<file path="config.mk">
export PLATFORM = sky130hd
export DESIGN_NAME = dual_mode_pi_velocity_controller
export DESIGN_NICKNAME = d
export VERILOG_FILES = /design/src/hdl/dmpv_pkg.sv /design/src/hdl/dual_mode_pi_velocity_controller.sv /design/src/hdl/dmpv_cfg.sv /design/src/hdl/dmpv_integ.sv /design/src/hdl/dmpv_axis.sv
export SDC_FILE = /design/constraint.sdc
export NUM_CORES = 2
export LEC_CHECK = 0
export BUFFER_PORTS_ARGS = -buffer_cell sky130_fd_sc_hd__buf_2
export CORE_MARGIN = 1.5
export CORE_UTILIZATION = 55
export CTS_CLUSTER_SIZE = 20
export DETAILED_ROUTE_END_ITERATION = 8
export PLACE_DENSITY = 0.7
export SLEW_MARGIN = 25
export SYNTH_ARGS = -nofsm -noshare
export SYNTH_HDL_FRONTEND = slang
export SYNTH_SLANG_ARGS = --single-unit
</file>
<file path="constraint.sdc">
create_clock -name clk -period 20.6 [get_ports clk]
set_input_delay 2.06 -clock clk [delete_from_list [all_inputs] [get_ports clk]]
set_output_delay 2.06 -clock clk [all_outputs]
set_load 0.03 [all_outputs]
</file>
<file path="src/hdl/dmpv_pkg.sv">
`timescale 1ns / 1ps

package dmpv_pkg;

  localparam int GAIN_W = 24;
  localparam int BAND_W = 15;
  localparam int ERR_W  = 16;
  localparam int CMD_W  = 16;
  localparam int FUNC_W = 2;
  localparam int IDX_W  = 3;

  // Gain (unsigned, one extra sign bit) times a Q12.4 value.
  localparam int PROD_W = GAIN_W + 1 + ERR_W;
  localparam int SUM_W  = PROD_W + 1;
  localparam int FRAC_SHIFT = 14;
  localparam int RND_W  = SUM_W - FRAC_SHIFT;

  localparam logic [FUNC_W-1:0] FUNC_COARSE = 2'd0;
  localparam logic [FUNC_W-1:0] FUNC_FINE   = 2'd1;
  localparam logic [FUNC_W-1:0] FUNC_CLEAR  = 2'd2;

  localparam logic [IDX_W-1:0] REG_COARSE_LIN_GAIN = 3'd0;
  localparam logic [IDX_W-1:0] REG_COARSE_ANG_GAIN = 3'd1;
  localparam logic [IDX_W-1:0] REG_FINE_LIN_GAIN   = 3'd2;
  localparam logic [IDX_W-1:0] REG_FINE_ANG_GAIN   = 3'd3;
  localparam logic [IDX_W-1:0] REG_FINE_LIN_IGAIN  = 3'd4;
  localparam logic [IDX_W-1:0] REG_FINE_ANG_IGAIN  = 3'd5;
  localparam logic [IDX_W-1:0] REG_DIST_DEADBAND   = 3'd6;
  localparam logic [IDX_W-1:0] REG_ANGLE_DEADBAND  = 3'd7;

  localparam logic [GAIN_W-1:0] RST_COARSE_LIN_GAIN = 24'd10905;
  localparam logic [GAIN_W-1:0] RST_COARSE_ANG_GAIN = 24'd109052;
  localparam logic [GAIN_W-1:0] RST_FINE_LIN_GAIN   = 24'd13422;
  localparam logic [GAIN_W-1:0] RST_FINE_ANG_GAIN   = 24'd1342177;
  localparam logic [GAIN_W-1:0] RST_FINE_LIN_IGAIN  = 24'd24327;
  localparam logic [GAIN_W-1:0] RST_FINE_ANG_IGAIN  = 24'd83886;

  // Integrator clamp, +-25.0 in Q12.4.
  localparam logic signed [ERR_W-1:0] INT_LIMIT = 16'sd400;

  // Output limits in Q2.14.
  localparam logic [CMD_W-1:0] COARSE_ANG_MAX = 16'd8192;
  localparam logic [CMD_W-1:0] COARSE_LIN_MAX = 16'd2458;
  localparam logic [CMD_W-1:0] FINE_ANG_MAX   = 16'd2458;
  localparam logic [CMD_W-1:0] FINE_LIN_MAX   = 16'd819;

  typedef struct packed {
    logic [GAIN_W-1:0] coarse_lin_gain;
    logic [GAIN_W-1:0] coarse_ang_gain;
    logic [GAIN_W-1:0] fine_lin_gain;
    logic [GAIN_W-1:0] fine_ang_gain;
    logic [GAIN_W-1:0] fine_lin_igain;
    logic [GAIN_W-1:0] fine_ang_igain;
    logic [BAND_W-1:0] dist_deadband;
    logic [BAND_W-1:0] angle_deadband;
  } dmpv_cfg_t;

  // active: the word drives the outputs; fine: PI gains and fine limits apply.
  typedef struct packed {
    logic active;
    logic fine;
  } dmpv_ctl_t;

endpackage

</file>
<file path="src/hdl/dual_mode_pi_velocity_controller.sv">
`timescale 1ns / 1ps

// Dual-mode PI velocity controller.
// Input channel (in_valid/in_ready) takes one word per cycle while not stalled: a
// mode code, the goal-seen flag and two Q12.4 errors. Each word yields exactly
// one result word (out_valid/out_ready) carrying the saturated Q2.14 linear and
// angular commands; coarse, clear and unused-mode words still produce a result
// (zero where the mode gives no drive).
// The word is caught in the input register at acceptance, then passes the product
// register (four 25x16 multipliers) and the round/saturate output register.
// Throughput is one word per cycle unless the receiver stalls; the integrators are
// updated in the accept cycle with one add and clamp, so back-to-back fine words
// see each other. A stalled receiver holds the output register; the two earlier
// stages keep filling, so up to three words sit in the pipe before in_ready drops.
// Synchronous reset empties the pipe, zeroes both integrators and loads the
// default gains and zero deadbands. The cfg_ port writes one register per
// cycle and should be used only while no word is in flight.
module dual_mode_pi_velocity_controller (
  input  logic                                 clk,
  input  logic                                 rst_n,
  input  logic                                 cfg_we,
  input  logic [dmpv_pkg::IDX_W-1:0]           cfg_index,
  input  logic [dmpv_pkg::GAIN_W-1:0]          cfg_wdata,
  input  logic                                 in_valid,
  output logic                                 in_ready,
  input  logic [dmpv_pkg::FUNC_W-1:0]          in_func,
  input  logic                                 in_goal_seen,
  input  logic signed [dmpv_pkg::ERR_W-1:0]    in_dist_error,
  input  logic signed [dmpv_pkg::ERR_W-1:0]    in_angle_error,
  output logic                                 out_valid,
  input  logic                                 out_ready,
  output logic signed [dmpv_pkg::CMD_W-1:0]    out_linear_cmd,
  output logic signed [dmpv_pkg::CMD_W-1:0]    out_angular_cmd
);
  import dmpv_pkg::*;

  dmpv_cfg_t cfg;

  logic accept;
  logic s1_adv;
  logic s2_adv;
  logic out_adv;

  logic s1_valid_r;
  logic s2_valid_r;
  logic out_valid_r;

  dmpv_ctl_t ctl_nxt;
  dmpv_ctl_t s1_ctl_r;
  logic signed [ERR_W-1:0] s1_de_r;
  logic signed [ERR_W-1:0] s1_ae_r;
  logic signed [ERR_W-1:0] s1_di_r;
  logic signed [ERR_W-1:0] s1_ai_r;

  logic signed [ERR_W-1:0] dist_integ_nxt;
  logic signed [ERR_W-1:0] angle_integ_nxt;
  logic signed [ERR_W-1:0] dist_integ_q;
  logic signed [ERR_W-1:0] angle_integ_q;

  dmpv_cfg u_cfg (
    .clk       (clk),
    .rst_n     (rst_n),
    .cfg_we    (cfg_we),
    .cfg_index (cfg_index),
    .cfg_wdata (cfg_wdata),
    .cfg_q     (cfg)
  );

  // Each stage moves when the stage after it is empty or moving too.
  assign out_adv  = s2_valid_r && (!out_valid_r || out_ready);
  assign s1_adv   = s1_valid_r && (!s2_valid_r || out_adv);
  assign s2_adv   = s1_adv;
  assign in_ready = !s1_valid_r || s1_adv;
  assign accept   = in_valid && in_ready;

  dmpv_integ u_integ (
    .clk             (clk),
    .rst_n           (rst_n),
    .accept          (accept),
    .func            (in_func),
    .dist_error      (in_dist_error),
    .angle_error     (in_angle_error),
    .dist_integ_nxt  (dist_integ_nxt),
    .angle_integ_nxt (angle_integ_nxt),
    .dist_integ_q    (dist_integ_q),
    .angle_integ_q   (angle_integ_q)
  );

  always_comb begin
    ctl_nxt.fine   = (in_func == FUNC_FINE);
    ctl_nxt.active = (in_func == FUNC_FINE) || ((in_func == FUNC_COARSE) && in_goal_seen);
  end

  always_ff @(posedge clk) begin
    if (!rst_n) begin
      s1_valid_r  <= 1'b0;
      s2_valid_r  <= 1'b0;
      out_valid_r <= 1'b0;
    end else begin
      if (accept) begin
        s1_valid_r <= 1'b1;
      end else if (s1_adv) begin
        s1_valid_r <= 1'b0;
      end
      if (s2_adv) begin
        s2_valid_r <= 1'b1;
      end else if (out_adv) begin
        s2_valid_r <= 1'b0;
      end
      if (out_adv) begin
        out_valid_r <= 1'b1;
      end else if (out_ready) begin
        out_valid_r <= 1'b0;
      end
    end
  end

  always_ff @(posedge clk) begin
    if (accept) begin
      s1_ctl_r <= ctl_nxt;
      s1_de_r  <= in_dist_error;
      s1_ae_r  <= in_angle_error;
      s1_di_r  <= dist_integ_nxt;
      s1_ai_r  <= angle_integ_nxt;
    end
  end

  dmpv_axis u_lin (
    .clk         (clk),
    .prod_en     (s2_adv),
    .out_en      (out_adv),
    .ctl         (s1_ctl_r),
    .err         (s1_de_r),
    .integ       (s1_di_r),
    .band        (cfg.dist_deadband),
    .coarse_gain (cfg.coarse_lin_gain),
    .fine_gain   (cfg.fine_lin_gain),
    .fine_igain  (cfg.fine_lin_igain),
    .coarse_lim  (COARSE_LIN_MAX),
    .fine_lim    (FINE_LIN_MAX),
    .kill_small  (1'b0),
    .cmd         (out_linear_cmd)
  );

  dmpv_axis u_ang (
    .clk         (clk),
    .prod_en     (s2_adv),
    .out_en      (out_adv),
    .ctl         (s1_ctl_r),
    .err         (s1_ae_r),
    .integ       (s1_ai_r),
    .band        (cfg.angle_deadband),
    .coarse_gain (cfg.coarse_ang_gain),
    .fine_gain   (cfg.fine_ang_gain),
    .fine_igain  (cfg.fine_ang_igain),
    .coarse_lim  (COARSE_ANG_MAX),
    .fine_lim    (FINE_ANG_MAX),
    .kill_small  (1'b1),
    .cmd         (out_angular_cmd)
  );

  assign out_valid = out_valid_r;

  a_clear_zeroes_integ: assert property (@(posedge clk) disable iff (!rst_n)
    (accept && in_func == FUNC_CLEAR) |=> (dist_integ_q == '0 && angle_integ_q == '0))
    else $error("integrators not cleared after a clear word");

  a_integ_in_range: assert property (@(posedge clk) disable iff (!rst_n)
    (dist_integ_q <= INT_LIMIT && dist_integ_q >= -INT_LIMIT &&
     angle_integ_q <= INT_LIMIT && angle_integ_q >= -INT_LIMIT))
    else $error("integrator outside its clamp");

  a_out_within_limits: assert property (@(posedge clk) disable iff (!rst_n)
    out_valid |-> (out_linear_cmd <= $signed(COARSE_LIN_MAX) &&
                   out_linear_cmd >= -$signed(COARSE_LIN_MAX) &&
                   out_angular_cmd <= $signed(COARSE_ANG_MAX) &&
                   out_angular_cmd >= -$signed(COARSE_ANG_MAX)))
    else $error("command beyond the widest saturation limit");

  a_no_unit_angular: assert property (@(posedge clk) disable iff (!rst_n)
    out_valid |-> (out_angular_cmd != 16'sd1 && out_angular_cmd != -16'sd1))
    else $error("angular command of one LSB was not zeroed");

  a_pipe_not_overfull: assert property (@(posedge clk) disable iff (!rst_n)
    (s1_valid_r && s2_valid_r && out_valid_r && !out_ready) |-> !in_ready)
    else $error("input taken while every stage is held");

endmodule

</file>
<file path="src/hdl/dmpv_cfg.sv">
`timescale 1ns / 1ps

module dmpv_cfg (
  input  logic                          clk,
  input  logic                          rst_n,
  input  logic                          cfg_we,
  input  logic [dmpv_pkg::IDX_W-1:0]    cfg_index,
  input  logic [dmpv_pkg::GAIN_W-1:0]   cfg_wdata,
  output dmpv_pkg::dmpv_cfg_t           cfg_q
);
  import dmpv_pkg::*;

  dmpv_cfg_t cfg_r;

  always_ff @(posedge clk) begin
    if (!rst_n) begin
      cfg_r.coarse_lin_gain <= RST_COARSE_LIN_GAIN;
      cfg_r.coarse_ang_gain <= RST_COARSE_ANG_GAIN;
      cfg_r.fine_lin_gain   <= RST_FINE_LIN_GAIN;
      cfg_r.fine_ang_gain   <= RST_FINE_ANG_GAIN;
      cfg_r.fine_lin_igain  <= RST_FINE_LIN_IGAIN;
      cfg_r.fine_ang_igain  <= RST_FINE_ANG_IGAIN;
      cfg_r.dist_deadband   <= '0;
      cfg_r.angle_deadband  <= '0;
    end else if (cfg_we) begin
      unique case (cfg_index)
        REG_COARSE_LIN_GAIN: cfg_r.coarse_lin_gain <= cfg_wdata;
        REG_COARSE_ANG_GAIN: cfg_r.coarse_ang_gain <= cfg_wdata;
        REG_FINE_LIN_GAIN:   cfg_r.fine_lin_gain   <= cfg_wdata;
        REG_FINE_ANG_GAIN:   cfg_r.fine_ang_gain   <= cfg_wdata;
        REG_FINE_LIN_IGAIN:  cfg_r.fine_lin_igain  <= cfg_wdata;
        REG_FINE_ANG_IGAIN:  cfg_r.fine_ang_igain  <= cfg_wdata;
        REG_DIST_DEADBAND:   cfg_r.dist_deadband   <= cfg_wdata[BAND_W-1:0];
        REG_ANGLE_DEADBAND:  cfg_r.angle_deadband  <= cfg_wdata[BAND_W-1:0];
        default: ;
      endcase
    end
  end

  assign cfg_q = cfg_r;

endmodule

</file>
<file path="src/hdl/dmpv_integ.sv">
`timescale 1ns / 1ps

module dmpv_integ (
  input  logic                                 clk,
  input  logic                                 rst_n,
  input  logic                                 accept,
  input  logic [dmpv_pkg::FUNC_W-1:0]          func,
  input  logic signed [dmpv_pkg::ERR_W-1:0]    dist_error,
  input  logic signed [dmpv_pkg::ERR_W-1:0]    angle_error,
  output logic signed [dmpv_pkg::ERR_W-1:0]    dist_integ_nxt,
  output logic signed [dmpv_pkg::ERR_W-1:0]    angle_integ_nxt,
  output logic signed [dmpv_pkg::ERR_W-1:0]    dist_integ_q,
  output logic signed [dmpv_pkg::ERR_W-1:0]    angle_integ_q
);
  import dmpv_pkg::*;

  logic signed [ERR_W-1:0] dist_integ_r;
  logic signed [ERR_W-1:0] angle_integ_r;

  function automatic logic signed [ERR_W-1:0] clamp_add(
    input logic signed [ERR_W-1:0] acc,
    input logic signed [ERR_W-1:0] err
  );
    logic signed [ERR_W:0] s;
    logic signed [ERR_W:0] lim;
    begin
      s   = {acc[ERR_W-1], acc} + {err[ERR_W-1], err};
      lim = {INT_LIMIT[ERR_W-1], INT_LIMIT};
      if (s > lim) begin
        clamp_add = INT_LIMIT;
      end else if (s < -lim) begin
        clamp_add = -INT_LIMIT;
      end else begin
        clamp_add = s[ERR_W-1:0];
      end
    end
  endfunction

  // The fine word sees the integrator after its own error has been added.
  always_comb begin
    dist_integ_nxt  = dist_integ_r;
    angle_integ_nxt = angle_integ_r;
    unique case (func)
      FUNC_FINE: begin
        dist_integ_nxt  = clamp_add(dist_integ_r, dist_error);
        angle_integ_nxt = clamp_add(angle_integ_r, angle_error);
      end
      FUNC_CLEAR: begin
        dist_integ_nxt  = '0;
        angle_integ_nxt = '0;
      end
      default: ;
    endcase
  end

  always_ff @(posedge clk) begin
    if (!rst_n) begin
      dist_integ_r  <= '0;
      angle_integ_r <= '0;
    end else if (accept) begin
      dist_integ_r  <= dist_integ_nxt;
      angle_integ_r <= angle_integ_nxt;
    end
  end

  assign dist_integ_q  = dist_integ_r;
  assign angle_integ_q = angle_integ_r;

endmodule

</file>
<file path="src/hdl/dmpv_axis.sv">
`timescale 1ns / 1ps

module dmpv_axis (
  input  logic                                 clk,
  input  logic                                 prod_en,
  input  logic                                 out_en,
  input  dmpv_pkg::dmpv_ctl_t                  ctl,
  input  logic signed [dmpv_pkg::ERR_W-1:0]    err,
  input  logic signed [dmpv_pkg::ERR_W-1:0]    integ,
  input  logic [dmpv_pkg::BAND_W-1:0]          band,
  input  logic [dmpv_pkg::GAIN_W-1:0]          coarse_gain,
  input  logic [dmpv_pkg::GAIN_W-1:0]          fine_gain,
  input  logic [dmpv_pkg::GAIN_W-1:0]          fine_igain,
  input  logic [dmpv_pkg::CMD_W-1:0]           coarse_lim,
  input  logic [dmpv_pkg::CMD_W-1:0]           fine_lim,
  input  logic                                 kill_small,
  output logic signed [dmpv_pkg::CMD_W-1:0]    cmd
);
  import dmpv_pkg::*;

  // Product stage.
  logic [ERR_W:0]           mag;
  logic signed [ERR_W:0]    err_ext;
  logic [GAIN_W-1:0]        pg;
  logic [GAIN_W-1:0]        ig;
  logic signed [ERR_W-1:0]  iv;
  logic signed [PROD_W-1:0] p_nxt;
  logic signed [PROD_W-1:0] i_nxt;
  logic                     zero_nxt;

  logic signed [PROD_W-1:0] p_r;
  logic signed [PROD_W-1:0] i_r;
  logic                     zero_r;
  logic                     fine_r;

  // Rounding and saturation stage.
  logic signed [SUM_W-1:0]  sum;
  logic signed [SUM_W-1:0]  w;
  logic signed [RND_W-1:0]  r;
  logic signed [RND_W-1:0]  lim;
  logic signed [CMD_W-1:0]  cmd_nxt;
  logic signed [CMD_W-1:0]  cmd_r;

  always_comb begin
    err_ext  = {err[ERR_W-1], err};
    mag      = err_ext < 0 ? unsigned'(-err_ext) : unsigned'(err_ext);
    zero_nxt = !ctl.active || (mag <= {2'b00, band});
    pg       = ctl.fine ? fine_gain : coarse_gain;
    ig       = ctl.fine ? fine_igain : '0;
    iv       = ctl.fine ? integ : '0;
    p_nxt    = $signed({1'b0, pg}) * err;
    i_nxt    = $signed({1'b0, ig}) * iv;
  end

  always_ff @(posedge clk) begin
    if (prod_en) begin
      p_r    <= p_nxt;
      i_r    <= i_nxt;
      zero_r <= zero_nxt;
      fine_r <= ctl.fine;
    end
  end

  // Round to nearest with ties upward: add half an LSB, then floor.
  always_comb begin
    sum = {p_r[PROD_W-1], p_r} + {i_r[PROD_W-1], i_r};
    w   = sum + SUM_W'(1 << (FRAC_SHIFT - 1));
    r   = w[SUM_W-1:FRAC_SHIFT];
    lim = $signed({{(RND_W-CMD_W){1'b0}}, (fine_r ? fine_lim : coarse_lim)});
    if (zero_r) begin
      cmd_nxt = '0;
    end else if (kill_small && (r == RND_W'(1) || r == RND_W'(0) || r == -RND_W'(1))) begin
      cmd_nxt = '0;
    end else if (r > lim) begin
      cmd_nxt = lim[CMD_W-1:0];
    end else if (r < -lim) begin
      cmd_nxt = CMD_W'(-lim);
    end else begin
      cmd_nxt = r[CMD_W-1:0];
    end
  end

  always_ff @(posedge clk) begin
    if (out_en) begin
      cmd_r <= cmd_nxt;
    end
  end

  assign cmd = cmd_r;

endmodule
</file>
-- After elaboration in Yosys (flattened, before gate mapping)
Index checks and enable logic that the tools add are counted.
- add/subtract/negate cells: 10
- multiply operators: 4
- $lt $le $gt $ge: 12
- equal/unequal tests: 11
- multiplexer cells: 26
- reduce and logical (&&, ||, !) cells: 31
- operators by type and width (kind ; number):
    $mul A25 B16 Y41 ; 4
    $mux W16 ; 10
    $mux W24 ; 4
    $add A41 B41 Y42 ; 2
    $add A42 B15 Y42 const B ; 2
    $pmux W16 S2 ; 2
    $gt A28 B17 Y1 ; 2
    $lt A28 B28 Y1 ; 2
    $neg A16 Y28 ; 2
    $add A16 B16 Y17 ; 2
    $gt A17 B10 Y1 const B ; 2
    $le A17 B15 Y1 ; 2
    $lt A17 B10 Y1 const B ; 2
    $mux W17 ; 2
    $neg A16 Y17 ; 2
    $lt A16 B1 Y1 const B ; 2
    $eq A28 B1 Y1 const B ; 1
    $eq A28 B2 Y1 const B ; 1
    $logic_not A28 Y1 ; 1
    $reduce_and A2 Y1 ; 8
    $mux W14 ; 1
    $eq A3 B3 Y1 const B ; 4
    $mux W12 ; 1
    $logic_or A1 B1 Y1 ; 8
    other kinds (11) ; 25
- flip-flop bits (word level): 474
- logic and storage cells: 122

-- Longest topological paths before layout
- word-level depth: 8
- gate-level depth with buffers: 31
- gate-level depth less buffers: 28

-- Cells and area by module
A second synthesis with hierarchy kept.
- cell total of the unflattened synthesis: 9031
- area total of the unflattened synthesis: 81534.4 µm²
- modules (own cells, without submodules) (module ; instances ; cells each ; area each (µm²) ; seq. area each (µm²)):
    dmpv_axis (u_lin) ; 1 ; 3935 ; 34682.0 ; 3002.9
    dmpv_axis (u_ang) ; 1 ; 3868 ; 34347.9 ; 3002.9
    dmpv_cfg ; 1 ; 625 ; 6575.1 ; 3483.3
    dmpv_integ ; 1 ; 519 ; 3788.6 ; 640.6
    dual_mode_pi_velocity_controller ; 1 ; 84 ; 2140.8 ; 2042.0

-- Worst setup path after synthesis
OpenSTA, ideal clock, no wires.
- path kind: input-to-reg
- start point: in out_ready
- end point: reg u_ang.fine_r (enable)
- setup time: 0.949 ns
- arrival: 14.195 ns
- required time: 19.651 ns
- slack: 5.456 ns
- cell stages on the path: 2
- cells stage by stage: nor2b_1 > a21boi_0
- word-level cells in the longest chain between the ends: 4
- ends and longest elaborated chain (element ; line ; source):
    start: declaration ; dual_mode_pi_velocity_controller.sv:31 ; input logic out_ready,
    $logic_or A1 B1 Y1 ; dual_mode_pi_velocity_controller.sv:70 ; assign out_adv = s2_valid_r && (!out_valid_r || out_ready);
    $logic_and A1 B1 Y1 ; dual_mode_pi_velocity_controller.sv:70 ;
    $logic_or A1 B1 Y1 ; dual_mode_pi_velocity_controller.sv:71 ; assign s1_adv = s1_valid_r && (!s2_valid_r || out_adv);
    $logic_and A1 B1 Y1 ; dual_mode_pi_velocity_controller.sv:71 ;
    named net s1_adv ; dual_mode_pi_velocity_controller.sv:40 ; logic s1_adv;
    end signal: assignment ; dmpv_axis.sv:60 ; fine_r <= ctl.fine;
    end: declaration ; dmpv_axis.sv:34 ; logic fine_r;
The timed path passes the listed nets, and every way through them passes these cells.
A chain may end at the register's enable or synchronous reset.

-- Final worst setup path
- start point: reg s1_ctl_r[0] (netlist bit)
- end point: reg u_lin.i_r[39] (data pin)
- word-level cells in the longest chain between the ends: 2
- elaborated cells between the ends (all ways): 3
- classes of those cells: mul: 1; mux: 2
- ends and longest elaborated chain (element ; line ; source):
    start: declaration ; dual_mode_pi_velocity_controller.sv:49 ; dmpv_ctl_t s1_ctl_r;
    start signal: assignment ; dual_mode_pi_velocity_controller.sv:120 ; s1_ctl_r <= ctl_nxt;
    $mux W24 / $mux W16 (equally long branches) ; dmpv_axis.sv:49, dmpv_axis.sv:50 ;
    $mul A25 B16 Y41 * ; dmpv_axis.sv:52 ; i_nxt = $signed({1'b0, ig}) * iv;
    named net u_lin.i_nxt[39] ; dmpv_axis.sv:28 ; logic signed [PROD_W-1:0] i_nxt;
    end signal: assignment ; dmpv_axis.sv:58 ; i_r <= i_nxt;
    end: declaration ; dmpv_axis.sv:32 ; logic signed [PROD_W-1:0] i_r;
The timed path passes the listed nets; every way through them passes the cells marked *.

==> out/results.ini <==
[hold_path]
hold_depth=2
hold_path.class=flip-flop to flip-flop

[timing]
hold_viol=0
period_minus_slack_ps=9940
worstMarginPinSlew_ps=1150
timing.hold.ws_ps=453
worst_clock_skew_ps=43.4
rsz0062_at_grt=false
max-slew-margin-rel_pct=23.5
finalMaxSlewViolations=0
setup_tns_ps=0
finalSetupViolCount=0
fmax_mhz=101
period_share_pct=48.2

[worst_setup_path]
rr_worst_depth=30
cpMostUsedCell=fa_1
cp-end-kind=flip-flop
critPathMaxStageDelay_ps=780
path_delay_family=adder cells
cpMaxStageDelayCell=buf_4
cp.required_ps=21010
critPathArrivalTime_ps=10350
cp_num_buf_inv=8
path_depth=30
crit_path_start_kind=flip-flop
path_max_fanout=98
crit_type=flip-flop to flip-flop

[clocking]
cts_tree=yes
cts_root_buf=clkbuf_16
cts.hold.buffers_added=0
insertion_delay_ps=700
clkSinkCount=474
cts.clk_slew.worst_paths_ps=60
cts_buffers=56
cts_resized=0
cts_buffer_depth=3
htreeDepth=2
cts_setup_buffers=0

[floorplanning]
die_h_um=377
fp-row-count=137
start_util_pct=55.3
dieArea_sq_um=142000
die_w_um=377
pin_count=101
coreArea_sq_um=139000

[yosys]
synth_fa_ha_area_share_pct=44.8
synthFlopType=edfxtp_1
synth_xor_area_share_pct=2.63
yosysWarningCount=0
synth_compound_area_share_pct=8.55
synthDistinctLibCells=101
ys_seq_elements=474
synth.yosys.seq_area_share_pct=15.8
avgSynthCellArea_sq_um=8.91
synth_edf_count=265
synth_top_family_by_area=adder cells
ys_async_sr_fraction_pct=0
syn_nets=10744
synth_simple_gate_area_share_pct=16.7
synthesis.area_sq_um=77100
syn_inst=8652
synth_mux_area_share_pct=1.18

[final_layout]
layout.nets=10557
layout_common_cells=inv_1, nand2_1, fa_1, ha_1, a21oi_1
drive_above_1_share_pct=4.70
fin_cells=10395
area_growth_pct=5.09
fill_cells=12357
final_common_cell=inv_1

[placed_design]
placed_cells=10279
hpwl_um=170000
portBuffers=100
routabilityCongestion=0.956

[detailed_routing]
vias_per_cell=5.76
drc=0
drtIter0Drc=5321
first_pass_iters=6
wl_per_cell_um=20.8
postRouteAntennaNets=0
via_count=59894
routed_wl_um=216000

[power_and_ir_drop]
leakagePower_nw=40.3
ir_drop_mv=0.330
p_per_area_nw_per_um2=160

[grt]
gr-total-overflow=0
grt_max_degree=204
grt_usage_pct=30.9
first_global_vias=61269
antenna_found_initial=17
grt_pass1_wl_um=342000

[outcome]
status=complete, no violations

[flow_run]
maxCapViolCount=0

[area by class of cell]
cell class                      count  area, sq um  share of cell area (%)
Sequential cell                   474        12100                    15.0
Inverter                         1696         6370                    7.86
Antenna cell                        7         17.5                  0.0216
Multi-Input combinational cell   6060        57000                    70.4
Timing Repair Buffer              177         1140                    1.41
Clock inverter                     32          435                   0.538
Clock buffer                       73         1540                    1.90
Tap cell                         1876         2350                    2.90
[Yosys cell counts, drive strengths merged, types with 9 or more instances]
cell type  count  area [sq um]
a21o         139          1040
a211o          9          78.8
a22o          15           131
and3         363          2270
a211oi        28           238
a2111oi       10           114
mux2          49           552
ha           799         10000
o21a          30           225
a41oi         11          96.3
o211ai        18           145
nor4          19           125
nand4         41           263
buf           17          83.8
nand2b        40           250
a31oi         23           165
inv         1689          6340
o211a         10           100
a311oi         9          78.8
nor2b         51           319
dfxtp        209          4180
edfxtp       265          7960
a31o          11          96.3
and2         319          2000
clkbuf       405          1540
nand2       1309          4910
o41ai          9          86.3
and4          13           114
xnor2        164          1440
o21ai        161           813
or3           15          93.8
a21oi        372          1880
mux2i         36           360
or2           33           206
o21bai        44           330
nand3        132           661
nor2         277          1040
fa          1226         24500
xor2          67           587
a221oi        11           115
nor3          65           325
o31ai         21           163
[cells by family after synthesis]
family	count (synthesis)
AO/OA/AOI/OAI	1007
multiplexers	85
flip-flops	474
buffers and inverters	2118
AND/OR/NAND/NOR	2712
adder cells (fa/ha/maj)	2025
XOR/XNOR	231
[per-layer routing]
metal  wire, um  global-route usage (%)
met4       6720                    9.02
met2      95700                    47.6
met1      93100                    44.2
met3      20900                    6.11
met5         55                       0
[where the power goes]
part | internal [mW] | switching [mW] | total [mW]
clock network | 0.633 | 0.463 | 1.10
registers | 1.53 | 0.138 | 1.66
logic | 3.95 | 6.26 | 10.2
[through the flow]
stage / utilization (%) / setup slack (ps) / instance area (sq um) / power (mW)
after floorplan: - / 5460 / 77100 / 8.80
after global placement: 56.6 / 11110 / 78900 / 11.4
after detailed placement: 56.6 / 10850 / 78900 / 11.7
after CTS: 58.0 / 10760 / 80900 / 12.8
after global routing: 58.1 / 10200 / 81000 / 14.2
final: 58.1 / 10660 / 81000 / 13.0
[flip-flops by register name (all words and copies together) (netlist names), 2 cells and up]
name,count
u_cfg.cfg_q,174
u_ang.i_r,41
u_ang.p_r,41
u_lin.i_r,41
u_lin.p_r,41
s1_ae_r,16
s1_ai_r,16
s1_de_r,16
s1_di_r,16
u_ang.cmd,16
u_integ.angle_integ_q,16
u_integ.dist_integ_q,16
u_lin.cmd,16
s1_ctl_r,2
[path summary, 6_finish.rpt]
kind | start | to | slack (ps)
worst min register to register | u_cfg.cfg_q[9]$_SDFFE_PN0P_ | u_cfg.cfg_q[9]$_SDFFE_PN0P_ | 450
worst max-delay path | s1_ctl_r[0]$_DFFE_PP_ | u_lin.i_r[39]$_DFFE_PP_ | 10660
worst max register to register | s1_ctl_r[0]$_DFFE_PP_ | u_lin.i_r[39]$_DFFE_PP_ | 10660
worst min-delay path | u_cfg.cfg_q[9]$_SDFFE_PN0P_ | u_cfg.cfg_q[9]$_SDFFE_PN0P_ | 450
[worst min-delay path, stage by stage (launching register included)]
cell and delay, ps:
dfxtp_1 310, nand2_1 50, a21oi_1 50
(Power assumes the default switching activity.)
